===== config.mk =====
export PLATFORM = sky130hd
export DESIGN_NAME = triangle_tangent_basis
export DESIGN_NICKNAME = d
export VERILOG_FILES = /design/src/rtl/tt_pkg.sv /design/src/rtl/tt_front.sv /design/src/rtl/tt_queue.sv /design/src/rtl/tt_back.sv /design/src/rtl/triangle_tangent_basis.sv
export SDC_FILE = /design/constraint.sdc
export NUM_CORES = 2
export LEC_CHECK = 0
export BUFFER_PORTS_ARGS = -buffer_cell sky130_fd_sc_hd__buf_2
export CORE_ASPECT_RATIO = 2
export CORE_UTILIZATION = 40
export DETAILED_ROUTE_END_ITERATION = 16
export SYNTH_ARGS = -nofsm -noshare
export SYNTH_HDL_FRONTEND = slang
export SYNTH_SLANG_ARGS = --single-unit

===== constraint.sdc =====
create_clock -name i_clk -period 16.76 [get_ports i_clk]
set_input_delay 1.676 -clock i_clk [delete_from_list [all_inputs] [get_ports i_clk]]
set_output_delay 1.676 -clock i_clk [all_outputs]
set_load 0.1 [all_outputs]

===== src/rtl/tt_pkg.sv =====
// ----------------------------------------------------------------------------
// tt_pkg
// Types, widths and helpers shared by the triangle tangent basis block.
// ----------------------------------------------------------------------------
package tt_pkg;

    localparam int POS_W  = 24;
    localparam int UV_W   = 20;
    localparam int DPOS_W = POS_W + 1;      // position difference
    localparam int DUV_W  = UV_W + 1;       // uv difference
    localparam int PROD_W = DPOS_W + DUV_W; // one product
    localparam int ACC_W  = 48;             // det and numerators
    localparam int MAG_W  = ACC_W - 1;      // magnitude of an accumulator
    localparam int OUT_W  = 32;

    // one vertex request
    typedef struct packed {
        logic signed [POS_W-1:0] position_x;
        logic signed [POS_W-1:0] position_y;
        logic signed [POS_W-1:0] position_z;
        logic signed [UV_W-1:0]  tex_u;
        logic signed [UV_W-1:0]  tex_v;
    } t_vertex;

    // one triangle result
    typedef struct packed {
        logic signed [OUT_W-1:0] tangent_x;
        logic signed [OUT_W-1:0] tangent_y;
        logic signed [OUT_W-1:0] tangent_z;
        logic signed [OUT_W-1:0] bitangent_x;
        logic signed [OUT_W-1:0] bitangent_y;
        logic signed [OUT_W-1:0] bitangent_z;
        logic                    degenerate;
        logic                    clipped;
    } t_result;

    // triangle as edge and uv deltas, handed from front to back
    typedef struct packed {
        logic [2:0][DPOS_W-1:0] ab;
        logic [2:0][DPOS_W-1:0] ac;
        logic [DUV_W-1:0]       du1;
        logic [DUV_W-1:0]       dv1;
        logic [DUV_W-1:0]       du2;
        logic [DUV_W-1:0]       dv2;
    } t_tri;

    function automatic logic [DPOS_W-1:0] pos_diff(logic [POS_W-1:0] hi, logic [POS_W-1:0] lo);
        pos_diff = {hi[POS_W-1], hi} - {lo[POS_W-1], lo};
    endfunction

    function automatic logic [DUV_W-1:0] uv_diff(logic [UV_W-1:0] hi, logic [UV_W-1:0] lo);
        uv_diff = {hi[UV_W-1], hi} - {lo[UV_W-1], lo};
    endfunction

endpackage


===== src/rtl/tt_front.sv =====
// ----------------------------------------------------------------------------
// tt_front
// Counts corners, holds the first two and pushes edge/uv deltas per triangle while enabled.
// ----------------------------------------------------------------------------
module tt_front (
    input  logic            i_clk,
    input  logic            i_rst_n,
    input  logic            i_valid,
    output logic            o_ready,
    input  tt_pkg::t_vertex i_vtx,
    input  logic            i_enable,
    output logic            o_push,
    output tt_pkg::t_tri    o_tri,
    input  logic            i_full
);
    import tt_pkg::*;

    logic [1:0] r_count;
    t_vertex    r_a;
    t_vertex    r_b;
    logic       w_accept;
    logic       w_last;

    assign w_last   = (r_count == 2'd2);
    assign o_ready  = !(w_last && i_enable && i_full);
    assign w_accept = i_valid && o_ready;
    assign o_push   = w_accept && w_last && i_enable;

    // deltas against corner a
    always_comb begin
        o_tri.ab[0] = pos_diff(r_b.position_x, r_a.position_x);
        o_tri.ab[1] = pos_diff(r_b.position_y, r_a.position_y);
        o_tri.ab[2] = pos_diff(r_b.position_z, r_a.position_z);
        o_tri.ac[0] = pos_diff(i_vtx.position_x, r_a.position_x);
        o_tri.ac[1] = pos_diff(i_vtx.position_y, r_a.position_y);
        o_tri.ac[2] = pos_diff(i_vtx.position_z, r_a.position_z);
        o_tri.du1   = uv_diff(r_b.tex_u, r_a.tex_u);
        o_tri.dv1   = uv_diff(r_b.tex_v, r_a.tex_v);
        o_tri.du2   = uv_diff(i_vtx.tex_u, r_a.tex_u);
        o_tri.dv2   = uv_diff(i_vtx.tex_v, r_a.tex_v);
    end

    // corner counter
    always_ff @(posedge i_clk) begin
        if (!i_rst_n) begin
            r_count <= 2'd0;
        end else if (w_accept) begin
            r_count <= w_last ? 2'd0 : r_count + 2'd1;
        end
    end

    // held corners
    always_ff @(posedge i_clk) begin
        if (w_accept && r_count == 2'd0) begin
            r_a <= i_vtx;
        end
        if (w_accept && r_count == 2'd1) begin
            r_b <= i_vtx;
        end
    end

endmodule


===== src/rtl/tt_queue.sv =====
// ----------------------------------------------------------------------------
// tt_queue
// Two-entry queue of triangles between front and back.
// ----------------------------------------------------------------------------
module tt_queue (
    input  logic         i_clk,
    input  logic         i_rst_n,
    input  logic         i_push,
    input  tt_pkg::t_tri i_tri,
    output logic         o_full,
    input  logic         i_pop,
    output logic         o_valid,
    output tt_pkg::t_tri o_tri
);
    import tt_pkg::*;

    t_tri       r_mem [2];
    logic       r_wp;
    logic       r_rp;
    logic [1:0] r_cnt;
    logic       w_wr;
    logic       w_rd;

    assign o_full  = (r_cnt == 2'd2);
    assign o_valid = (r_cnt != 2'd0);
    assign o_tri   = r_mem[r_rp];
    assign w_wr    = i_push && !o_full;
    assign w_rd    = i_pop && o_valid;

    // pointers and fill
    always_ff @(posedge i_clk) begin
        if (!i_rst_n) begin
            r_wp  <= 1'b0;
            r_rp  <= 1'b0;
            r_cnt <= 2'd0;
        end else begin
            if (w_wr) r_wp <= ~r_wp;
            if (w_rd) r_rp <= ~r_rp;
            r_cnt <= r_cnt + {1'b0, w_wr} - {1'b0, w_rd};
        end
    end

    // storage
    always_ff @(posedge i_clk) begin
        if (w_wr) begin
            r_mem[r_wp] <= i_tri;
        end
    end

endmodule


===== src/rtl/tt_back.sv =====
// ----------------------------------------------------------------------------
// tt_back
// Sequenced multiply-accumulate for det and numerators, then, unless det
// is zero, a shared restoring divider for the six Q16.16 quotients.
// ----------------------------------------------------------------------------
module tt_back (
    input  logic            i_clk,
    input  logic            i_rst_n,
    input  logic            i_q_valid,
    input  tt_pkg::t_tri    i_tri,
    output logic            o_pop,
    output logic            o_valid,
    input  logic            i_ready,
    output tt_pkg::t_result o_res
);
    import tt_pkg::*;

    typedef enum logic [5:0] {
        S_IDLE = 6'b000001,
        S_MUL  = 6'b000010,
        S_DSET = 6'b000100,
        S_DIV  = 6'b001000,
        S_FIN  = 6'b010000,
        S_OUT  = 6'b100000
    } t_state;

    localparam logic [3:0] LAST_K = 4'd14;

    t_state                    r_state;
    t_tri                      r_op;
    logic [3:0]                r_k;
    logic                      r_pv;
    logic [3:0]                r_ptag;
    logic signed [PROD_W-1:0]  r_prod;
    logic signed [ACC_W-1:0]   r_acc;
    logic signed [ACC_W-1:0]   r_num [7];
    logic [2:0]                r_c;
    logic [MAG_W-1:0]          r_n;
    logic [MAG_W-1:0]          r_d;
    logic [MAG_W-1:0]          r_rem;
    logic [OUT_W-1:0]          r_q;
    logic [4:0]                r_cnt;
    logic                      r_neg;
    logic                      r_ovf;
    logic [OUT_W-1:0]          r_res [6];
    logic                      r_clip;
    logic                      r_degen;

    logic signed [DPOS_W-1:0]  w_mx;
    logic signed [DUV_W-1:0]   w_my;
    logic signed [PROD_W-1:0]  w_prod;
    logic signed [ACC_W-1:0]   w_pext;
    logic signed [ACC_W-1:0]   w_num;
    logic [MAG_W-1:0]          w_nmag;
    logic [ACC_W-1:0]          w_nneg;
    logic [ACC_W-1:0]          w_dneg;
    logic [MAG_W:0]            w_trial;
    logic                      w_qbit;
    logic [OUT_W:0]            w_lim;
    logic                      w_sat;
    logic [OUT_W-1:0]          w_val;
    logic [2:0]                w_idx;

    // operand select for the shared multiplier
    always_comb begin
        w_mx = '0;
        w_my = '0;
        case (r_k[3:1]) inside
            3'd0: begin
                w_mx = r_k[0] ? $signed({{4{r_op.du2[DUV_W-1]}}, r_op.du2})
                              : $signed({{4{r_op.du1[DUV_W-1]}}, r_op.du1});
                w_my = r_k[0] ? $signed(r_op.dv1) : $signed(r_op.dv2);
            end
            [3'd1:3'd3]: begin
                w_mx = r_k[0] ? $signed(r_op.ac[2'(r_k[3:1] - 3'd1)])
                              : $signed(r_op.ab[2'(r_k[3:1] - 3'd1)]);
                w_my = r_k[0] ? $signed(r_op.dv1) : $signed(r_op.dv2);
            end
            [3'd4:3'd6]: begin
                w_mx = r_k[0] ? $signed(r_op.ab[2'(r_k[3:1] - 3'd4)])
                              : $signed(r_op.ac[2'(r_k[3:1] - 3'd4)]);
                w_my = r_k[0] ? $signed(r_op.du2) : $signed(r_op.du1);
            end
            default: begin
                w_mx = '0;
                w_my = '0;
            end
        endcase
    end

    assign w_prod = w_mx * w_my;
    assign w_pext = {{(ACC_W-PROD_W){r_prod[PROD_W-1]}}, r_prod};

    // numerator magnitude for the current component
    assign w_idx  = r_c + 3'd1;
    assign w_num  = r_num[w_idx];
    assign w_nneg = '0 - w_num;
    assign w_nmag = w_num[ACC_W-1] ? w_nneg[MAG_W-1:0] : w_num[MAG_W-1:0];
    assign w_dneg = '0 - r_num[0];

    // one restoring step
    assign w_qbit  = r_cnt[4] ? r_n[r_cnt[3:0]] : 1'b0;
    assign w_trial = {r_rem, w_qbit};

    // clamp and sign
    assign w_lim = r_neg ? 33'h080000000 : 33'h07FFFFFFF;
    assign w_sat = r_ovf || ({1'b0, r_q} > w_lim);
    assign w_val = w_sat ? w_lim[OUT_W-1:0] : r_q;

    // sequencer
    always_ff @(posedge i_clk) begin
        if (!i_rst_n) begin
            r_state <= S_IDLE;
            r_pv    <= 1'b0;
        end else begin
            unique case (r_state)
                S_IDLE: begin
                    if (i_q_valid) begin
                        r_state <= S_MUL;
                    end
                end
                S_MUL: begin
                    r_pv <= (r_k != LAST_K);
                    if (r_k == LAST_K) begin
                        r_state <= (r_num[0] == '0) ? S_OUT : S_DSET;
                    end
                end
                S_DSET: begin
                    r_state <= ({16'b0, w_nmag} >= {r_d, 16'b0}) ? S_FIN : S_DIV;
                end
                S_DIV: begin
                    if (r_cnt == 5'd0) r_state <= S_FIN;
                end
                S_FIN: begin
                    r_state <= (r_c == 3'd5) ? S_OUT : S_DSET;
                end
                S_OUT: begin
                    if (i_ready) r_state <= S_IDLE;
                end
                default: r_state <= S_IDLE;
            endcase
        end
    end

    // datapath
    always_ff @(posedge i_clk) begin
        case (r_state)
            S_IDLE: begin
                r_op    <= i_tri;
                r_k     <= 4'd0;
                r_c     <= 3'd0;
                r_clip  <= 1'b0;
                r_degen <= 1'b0;
            end
            S_MUL: begin
                if (r_k != LAST_K) begin
                    r_prod <= w_prod;
                    r_ptag <= r_k;
                    r_k    <= r_k + 4'd1;
                end else begin
                    r_d <= r_num[0][ACC_W-1] ? w_dneg[MAG_W-1:0] : r_num[0][MAG_W-1:0];
                    if (r_num[0] == '0) begin
                        r_degen <= 1'b1;
                        for (int i = 0; i < 6; i++) r_res[i] <= '0;
                    end
                end
            end
            S_DSET: begin
                r_n   <= w_nmag;
                r_neg <= w_num[ACC_W-1] ^ r_num[0][ACC_W-1];
                r_ovf <= ({16'b0, w_nmag} >= {r_d, 16'b0});
                r_rem <= {16'b0, w_nmag[MAG_W-1:16]};
                r_q   <= '0;
                r_cnt <= 5'd31;
            end
            S_DIV: begin
                if (w_trial >= {1'b0, r_d}) begin
                    r_rem <= MAG_W'(w_trial - {1'b0, r_d});
                    r_q   <= {r_q[OUT_W-2:0], 1'b1};
                end else begin
                    r_rem <= w_trial[MAG_W-1:0];
                    r_q   <= {r_q[OUT_W-2:0], 1'b0};
                end
                r_cnt <= r_cnt - 5'd1;
            end
            S_FIN: begin
                r_res[r_c] <= r_neg ? (0 - w_val) : w_val;
                r_clip     <= r_clip | w_sat;
                r_c        <= r_c + 3'd1;
            end
            default: ;
        endcase
        // accumulate the product issued last cycle
        if (r_pv) begin
            if (!r_ptag[0]) r_acc <= w_pext;
            else            r_num[r_ptag[3:1]] <= r_acc - w_pext;
        end
    end

    assign o_pop   = (r_state == S_IDLE) && i_q_valid;
    assign o_valid = (r_state == S_OUT);

    always_comb begin
        o_res.tangent_x   = r_res[0];
        o_res.tangent_y   = r_res[1];
        o_res.tangent_z   = r_res[2];
        o_res.bitangent_x = r_res[3];
        o_res.bitangent_y = r_res[4];
        o_res.bitangent_z = r_res[5];
        o_res.degenerate  = r_degen;
        o_res.clipped     = r_clip;
    end

endmodule


===== src/rtl/triangle_tangent_basis.sv =====
// ----------------------------------------------------------------------------
// triangle_tangent_basis
// Per-triangle tangent and bitangent from positions and UVs.
//
//   channel  dir  handshake            payload
//   vertex   in   i_valid / o_ready    i_vtx  (t_vertex)
//   result   out  o_valid / i_ready    o_res  (t_result)
//   config   in   i_cfg_we             i_cfg_data (basis_enable)
//
// Vertices are taken one per cycle; each third corner queues a triangle
// while basis_enable is set. The back end runs each triangle on the one
// shared multiplier, then per component on a one-bit-per-cycle divider.
// Input stalls only when the two-entry queue is full at a third corner.
// Synchronous active-low reset; basis_enable resets to 1.
// ----------------------------------------------------------------------------
module triangle_tangent_basis (
    input  logic            i_clk,
    input  logic            i_rst_n,
    input  logic            i_valid,
    output logic            o_ready,
    input  tt_pkg::t_vertex i_vtx,
    output logic            o_valid,
    input  logic            i_ready,
    output tt_pkg::t_result o_res,
    input  logic            i_cfg_we,
    input  logic            i_cfg_data
);
    import tt_pkg::*;

    logic r_enable;
    logic w_push;
    logic w_full;
    logic w_pop;
    logic w_qv;
    t_tri w_tri_in;
    t_tri w_tri_out;

    // configuration register
    always_ff @(posedge i_clk) begin
        if (!i_rst_n) begin
            r_enable <= 1'b1;
        end else if (i_cfg_we) begin
            r_enable <= i_cfg_data;
        end
    end

    tt_front u_front (
        .i_clk   (i_clk),
        .i_rst_n (i_rst_n),
        .i_valid (i_valid),
        .o_ready (o_ready),
        .i_vtx   (i_vtx),
        .i_enable(r_enable),
        .o_push  (w_push),
        .o_tri   (w_tri_in),
        .i_full  (w_full)
    );

    tt_queue u_queue (
        .i_clk   (i_clk),
        .i_rst_n (i_rst_n),
        .i_push  (w_push),
        .i_tri   (w_tri_in),
        .o_full  (w_full),
        .i_pop   (w_pop),
        .o_valid (w_qv),
        .o_tri   (w_tri_out)
    );

    tt_back u_back (
        .i_clk    (i_clk),
        .i_rst_n  (i_rst_n),
        .i_q_valid(w_qv),
        .i_tri    (w_tri_out),
        .o_pop    (w_pop),
        .o_valid  (o_valid),
        .i_ready  (i_ready),
        .o_res    (o_res)
    );

endmodule


==> run metrics <==
share of cells above drive strength 1=0.140; reg2reg end=u_back.r_prod[32]$_DFFE_PP_; GRT Residual Overflow=0; first-pass GRT wire length=439000 um; Post-DP HPWL=233000 um; CTS tree=built; Hold Path Stages=0; placed cells=11700; syn_nets=9478; reg2reg start=u_back.r_k[0]$_SDFFCE_PN0P_; Routed WL=300000 um; slew at the pin with the worst max-slew slack=1.50 ns; RD Place Congestion=0.979; Syn Inst Count=8301; outcome=complete, but fails checks; # fillers=23000; Async SR Flop Fraction=0; vias in the first global route=69300; Root Buffer=clkbuf_16; f_max=0.0936 GHz; die width=359 um; Final period util=0.638; largest net degree at the start of global routing=137; Worst Path Max Fanout=66; Tmin final=10.69 ns; worst hold endpoint=u_back.r_acc[9]$_DFFE_PP_; cell mode on critical path=fa_1; Core ar.=0.253 sq mm; Area contributors post-synth=edfxtp_1, fa_1, ha_1; clock skew=0.0941 ns; Fin. Hold Viols=0; count of final max-slew check failures=9; setup violators final=0; clock sinks=1715; vias=65300; CTS hold repair buffers=0; Worst Path Arrival=11.42 ns; Startpoint Class=flop; layout overhead on the synthesized area=11.3%; Hold Path Class=flop to flop; Yosys Warn Count=0; worst rel slew slack=-0.00113; most frequent cell after synthesis=edfxtp_1; top cell type's share of synthesized area=0.501; DRT Pass-1 Iters=7; area of the multi-input gates=0.0463 sq mm; nets=9807; critical path endpoint category=flop; Initial DRC Count=3733; port bufs=313; vias per cell=5.42; die area=0.257 sq mm; H-tree depth=4; most area-hungry cell type in the Yosys netlist=edfxtp_1; Total GRT Usage=0.231; io pins=314; setup slack, reg-to-reg=6.07 ns; post-CTS setup buffer count=0; row count=261; cts bufs inserted=166; die height=716 um; Initial Utilization=0.403; Post-synth top cells=edfxtp_1, inv_1, nor2_1; worst skew pair latency=0.87 ns; post-cts resize count=0; EDFF count, synth=1701; Register Area=0.0514 sq mm; final core occ=0.449; CP max stage delay=1.18 ns; initial antenna violation count=3; failing checks=max-capacitance violations, max-slew violations; #FFs+latches synth=1715; post-synthesis cell type count=94; Max-Cap Viols=1; worst hold start=u_back.r_prod[9]$_DFFE_PP_; R2R depth=28; post-synthesis sequential area ratio=0.503; ANT nets after route=0; syn avg cell area=12.3 sq um; fin cells=12000; Worst-path clk slew=0.07 ns; DRC Markers=0; Setup Crit Path Kind=flop to flop; Clock Path Buffers=4; Critical Path RT=17.49 ns; Worst path slowest cell=a21oi_1; synthesized area=0.102 sq mm; drt wl/cell=24.9 um; Synth Flop Type=edfxtp_1; setup TNS=0 ns; RSZ-0062 raised after global routing=false
==> worst max-delay path by stage <==
stage                                      from                          end  slack [ns]  cells after the start
floorplan                               i_valid    u_queue.r_wp$_SDFFE_PN0P_        4.40                      3
global placement    u_back.r_k[2]$_SDFFCE_PN0P_  u_back.r_prod[44]$_DFFE_PP_        5.31                     31
detailed placement  u_back.r_k[2]$_SDFFCE_PN0P_  u_back.r_prod[45]$_DFFE_PP_        6.07                     30
CTS                 u_back.r_k[2]$_SDFFCE_PN0P_  u_back.r_prod[45]$_DFFE_PP_        6.09                     30
global route        u_back.r_k[2]$_SDFFCE_PN0P_  u_back.r_prod[45]$_DFFE_PP_        5.63                     30
finish              u_back.r_k[0]$_SDFFCE_PN0P_  u_back.r_prod[32]$_DFFE_PP_        6.07                     28
==> registers in the layout, indices dropped and copies added, names as in the netlist, 46 cells and up <==
| signal | flops |
|---|---|
| u_front.r_a | 112 |
| u_back.r_acc | 46 |
| u_queue.r_mem | 468 |
| u_back.r_res | 192 |
| u_back.r_prod | 46 |
| u_back.r_d | 47 |
| u_back.r_num | 329 |
| u_back.r_rem | 47 |
| u_back.r_op | 234 |
| u_front.r_b | 112 |
==> routing by layer <==
layer / vias to the layer above / part of all wire / GRT usage
li1: 30000 / - / -
met1: 32700 / 0.30 / 0.199
met2: 1795 / 0.56 / 0.461
met3: 800 / 0.034 / 0.0266
met4: 0 / 0.10 / 0.198
met5: - / 0 / 0
==> per-stage QoR <==
stage	hold slack, ns	instance area [sq um]	setup slack [ns]
2_1_floorplan	0.424	102000	4.40
3_3_place_gp	0.435	108000	5.31
3_5_place_dp	0.432	108000	6.07
4_1_cts	0.399	114000	6.09
5_1_grt	0.416	114000	5.63
6_report	0.409	114000	6.07
==> area by class of cell <==
class,count,share of cell area
Clock buffer,193,0.0377
Multi-Input combinational cell,5332,0.408
Clock inverter,99,0.0104
Timing Repair Buffer,445,0.0233
Tap cell,3287,0.0362
Inverter,970,0.0321
Antenna cell,7,0.000154
Sequential cell,1715,0.452
==> placed cells by master (no fill, tap or decap), types with 45 or more instances in the layout <==
cell       synthesis  layout
nand4_1           46      46
nor2_1           644     636
ha_1             512     511
o21a_1            55      55
xor2_1            99      99
nor2b_1           77      75
inv_1            967     966
nor3_1           146     139
nor4_1            53      45
mux2_2           310     310
mux4_2           101     101
a21oi_1          323     323
a31oi_1           54      54
clkbuf_16          0     167
buf_2             22     313
o21ai_0          252     251
a21o_1           134     134
xnor2_1          313     312
or3_1             49      49
and2_1           135     134
nand3_1          106     106
buf_4              5     125
fa_1             547     547
mux2i_1          147     132
nand2_1          611     609
nand2b_1          46      46
edfxtp_1        1701    1701
==> kinds of logic (layout without fill, tap and decap cells) <==
logic type,Yosys count,count (layout),share of synthesized area
multiplexers,597,597,0.0753
other,0,7,0
flip-flops,1715,1715,0.503
AO/OA/AOI/OAI,1209,1209,0.0756
AND/OR/NAND/NOR,2055,2055,0.0936
adder cells (fa/ha/maj),1059,1059,0.170
XOR/XNOR,412,412,0.0354
buffers and inverters,1254,1707,0.0467
==> critical path, delay by kind of cell, from the launching register on <==
family	cells	cell delay [ns]
fa+ha+maj	8	3.75
compound gates	7	2.95
buf+inv	6	1.52
simple gates	6	1.24
mux	1	0.64
flops	1	0.34
Power is left out: the tool's default activity adds up to more than one toggle a clock period on the data nets, which glitch-free logic cannot reach.
